==> src/hdl/ffba_ram.sv <==
// Generic single write, single read RAM with registered read data.
module ffba_ram #(
  parameter int WIDTH = 8,
  parameter int DEPTH = 16
) (
  input  logic                     clk,
  input  logic                     we,
  input  logic [$clog2(DEPTH)-1:0] waddr,
  input  logic [WIDTH-1:0]         wdata,
  input  logic [$clog2(DEPTH)-1:0] raddr,
  output logic [WIDTH-1:0]         rdata
);

  logic [WIDTH-1:0] mem [DEPTH];

  always_ff @(posedge clk) begin
    if (we) begin
      mem[waddr] <= wdata;
    end
    rdata <= mem[raddr];
  end

endmodule

==> config.mk <==
export PLATFORM = sky130hd
export DESIGN_NAME = ffba_ram
export DESIGN_NICKNAME = d
export VERILOG_FILES = /design/src/hdl/ffba_ram.sv
export SDC_FILE = /design/constraint.sdc
export NUM_CORES = 1
export LEC_CHECK = 0
export ABC_AREA = 1
export BUFFER_PORTS_ARGS = -buffer_cell sky130_fd_sc_hd__buf_2
export CORE_MARGIN = 5
export CORE_UTILIZATION = 55
export DETAILED_ROUTE_END_ITERATION = 8
export PLACE_DENSITY = 0.7
export SLEW_MARGIN = 20
export SYNTH_ARGS = -nofsm -noshare
export SYNTH_HDL_FRONTEND = slang
export SYNTH_SLANG_ARGS = --single-unit
==> constraint.sdc <==
create_clock -name clk -period 1.8 [get_ports clk]
set_input_delay 0.54 -clock clk [delete_from_list [all_inputs] [get_ports clk]]
set_output_delay 0.54 -clock clk [all_outputs]
set_load 0.1 [all_outputs]
==> flow_metrics.env <==
export IMPL_vias=3795
export IMPL_critPathMaxStageDelay_ns=0.36
export IMPL_viasPerCell=5.07
export IMPL_post_route_min_period_ns=1.73
export IMPL_route_detailed_drc=0
export IMPL_r2r_end="rdata[4]$_DFF_P_"
export IMPL_cts_htree_levels=4
export IMPL_synth_top_area_share_pct=66.7
export IMPL_ir_worst_vdd_mv=1.12
export IMPL_rrSetupSlack_ns=0.82
export IMPL_clockBufferDepth=2
export IMPL_finalHoldViolCount=0
export IMPL_syn_area_mm2=0.00577
export IMPL_cts_root_buf="clkbuf_8"
export IMPL_wl_per_cell_um=16.3
export IMPL_power_w=0.00762
export IMPL_finalWirelength_um=12200
export IMPL_synth_ff_latch_count=136
export IMPL_diodes=0
export IMPL_final_common_cell="nand2_1"
export IMPL_cts_sinks=136
export IMPL_holdBufCountCts=0
export IMPL_hold_class="in -> reg"
export IMPL_dieArea_mm2=0.0126
export IMPL_drv_cap=0
export IMPL_layout_nets=617
export IMPL_drive_gt1_share_pct=13.6
export IMPL_fmax_mhz=578
export IMPL_hold_depth=3
export IMPL_drv_slew=0
export IMPL_numCtsBuffers=17
export IMPL_drt_pass1_iter_count=5
export IMPL_syn_inst=551
export IMPL_endpoint_kind="output port"
export IMPL_min_to="rdata[0]$_DFF_P_"
export IMPL_grt_max_degree=65
export IMPL_grt_pass1_wl_um=19600
export IMPL_worst_slew_pin_slew_ns=0.358
export IMPL_finalCritPeriodShare_pct=96.1
export IMPL_clkSlewWorstSetupHoldPaths_ns=0.06
export IMPL_cp_top_family="flip-flops"
export IMPL_rsz0062_at_grt="false"
export IMPL_final_cell_mix="nand2_1 (173), edfxtp_1 (128), inv_1 (100), nand3_1 (97), buf_4 (33)"
export IMPL_synth_top_cell_by_area="edfxtp_1"
export IMPL_cts_setup_buffers=0
export IMPL_grt_use_total_pct=20.5
export IMPL_gp_congestion=0.857
export IMPL_skew_ns=0.00854
export IMPL_critPathArrivalTime_ns=1.19
export IMPL_reg2reg_from="mem[1][4]$_DFFE_PP_"
export IMPL_reg2reg_depth=6
export IMPL_ys_seq_area_share_pct=69.4
export IMPL_fill_cells=797
export IMPL_io_buffers=25
export IMPL_core_area_mm2=0.0103
export IMPL_rows=37
export IMPL_slew_headroom_pct=76.1
export IMPL_syn2layout_area_growth_pct=17.3
export IMPL_yosys_warnings=0
export IMPL_start_util_pct=56.1
export IMPL_post_cts_resized=8
export IMPL_gr_total_overflow=0
export IMPL_postSynthAreaPerCell_um2=10.5
export IMPL_first_global_vias=3779
export IMPL_crit_path_start_kind="register"
export IMPL_ys_top_cells_by_area="edfxtp_1 (67%), nand2_1 (11%), nand3_1 (8.4%)"
export IMPL_clk_latency_ns=0.52
export IMPL_tns_ns=0
export IMPL_synth_fp_nets=569
export IMPL_antenna_left=0
export IMPL_p_per_area_mw_per_mm2=1130
export IMPL_setup_viol=0
export IMPL_crit_type="reg -> out"
export IMPL_crit_buf_inv=1
export IMPL_cp_required_ns=1.26
export IMPL_p_leak_nw=2.96
export IMPL_synth_distinct_cells=12
export IMPL_die_x_um=112
export IMPL_dp_hpwl_um=7760
export IMPL_layout_area_seq_mm2=0.00400
export IMPL_antenna_found_initial=0
export IMPL_cp_cell_sequence="buf_4"
export IMPL_die_h_um=112
export IMPL_status="completed"
export IMPL_critical_path_peak_fanout=1
export IMPL_min_delay_start="raddr[3]"
export IMPL_multi_input_area_mm2=0.00121
export IMPL_ios=26
export IMPL_initialDrtViolationCount=219
export IMPL_cts_tree="yes"
export IMPL_slowest_stage="dfxtp_1"
cell type report:
cell class / instances / area share (%)
Clock buffer: 18 / 6.18
Clock inverter: 14 / 2.68
Inverter: 102 / 5.66
Multi-Input combinational cell: 289 / 17.9
Sequential cell: 136 / 59.2
Tap cell: 136 / 2.52
Timing Repair Buffer: 53 / 5.81
report_power, final:
part           switching, W  internal [W]
combinational      0.000439      0.000151
clock               0.00124       0.00223
sequential        0.0000226       0.00354
state kept, by name, summed over array words and instances (netlist names):
name and count:
mem 128, rdata 8
synthesized netlist by cell type (all sizes together):
library cell / n
nand2: 173
edfxtp: 128
inv: 102
nand3: 97
buf: 24
nor2: 17
dfxtp: 8
nand3b: 2
kinds of logic (layout without fill, tap and decap cells):
group | count (synthesis) | in the layout | share of synthesized area [%]
simple gates | 289 | 289 | 21.0
buf+inv | 126 | 187 | 9.52
flops | 136 | 136 | 69.4
worst max path at each step:
stage / depth (start not counted) / startpoint / slack (ns) / to
finish: 1 / rdata[2]$_DFF_P_ / 0.07 / rdata[2]
floorplan: 2 / waddr[2] / 0.31 / mem[10][0]$_DFFE_PP_
global placement: 4 / waddr[3] / 0.23 / mem[4][4]$_DFFE_PP_
CTS: 1 / rdata[2]$_DFF_P_ / 0.04 / rdata[2]
global route: 1 / rdata[2]$_DFF_P_ / 0.03 / rdata[2]
detailed placement: 4 / waddr[3] / 0.19 / mem[4][4]$_DFFE_PP_
worst register-to-register path, cell delays in order (launching register included):
cell	delay (ns)
edfxtp_1	0.36
inv_1	0.07
nand2_1	0.05
nand3_1	0.09
nand3_1	0.09
nand3_1	0.12
nand2_1	0.09
stage by stage:
step           cell area (µm²)  setup WS, ns  util [%]  hold WS [ns]  instances
6_report                  6760        0.0699      65.8         0.386        748
3_5_place_dp              6140         0.188      59.8         0.653        716
4_1_cts                   6760        0.0383      65.8         0.354        748
2_1_floorplan             5770         0.309         -         0.607        551
3_3_place_gp              6140         0.229      59.8         0.643        716
5_1_grt                   6760        0.0325      65.8         0.383        748
per-layer routing:
metal	global-route usage [%]	wire length, µm	part of all wire (%)	vias up
met5	0	0	0	-
met4	7.77	235	1.9	0
met3	5.23	805	6.6	16
met2	32.9	6020	49	132
met1	27.0	5150	42	1779
li1	-	-	-	1868
No activity file was read; power rests on OpenSTA's default activity.
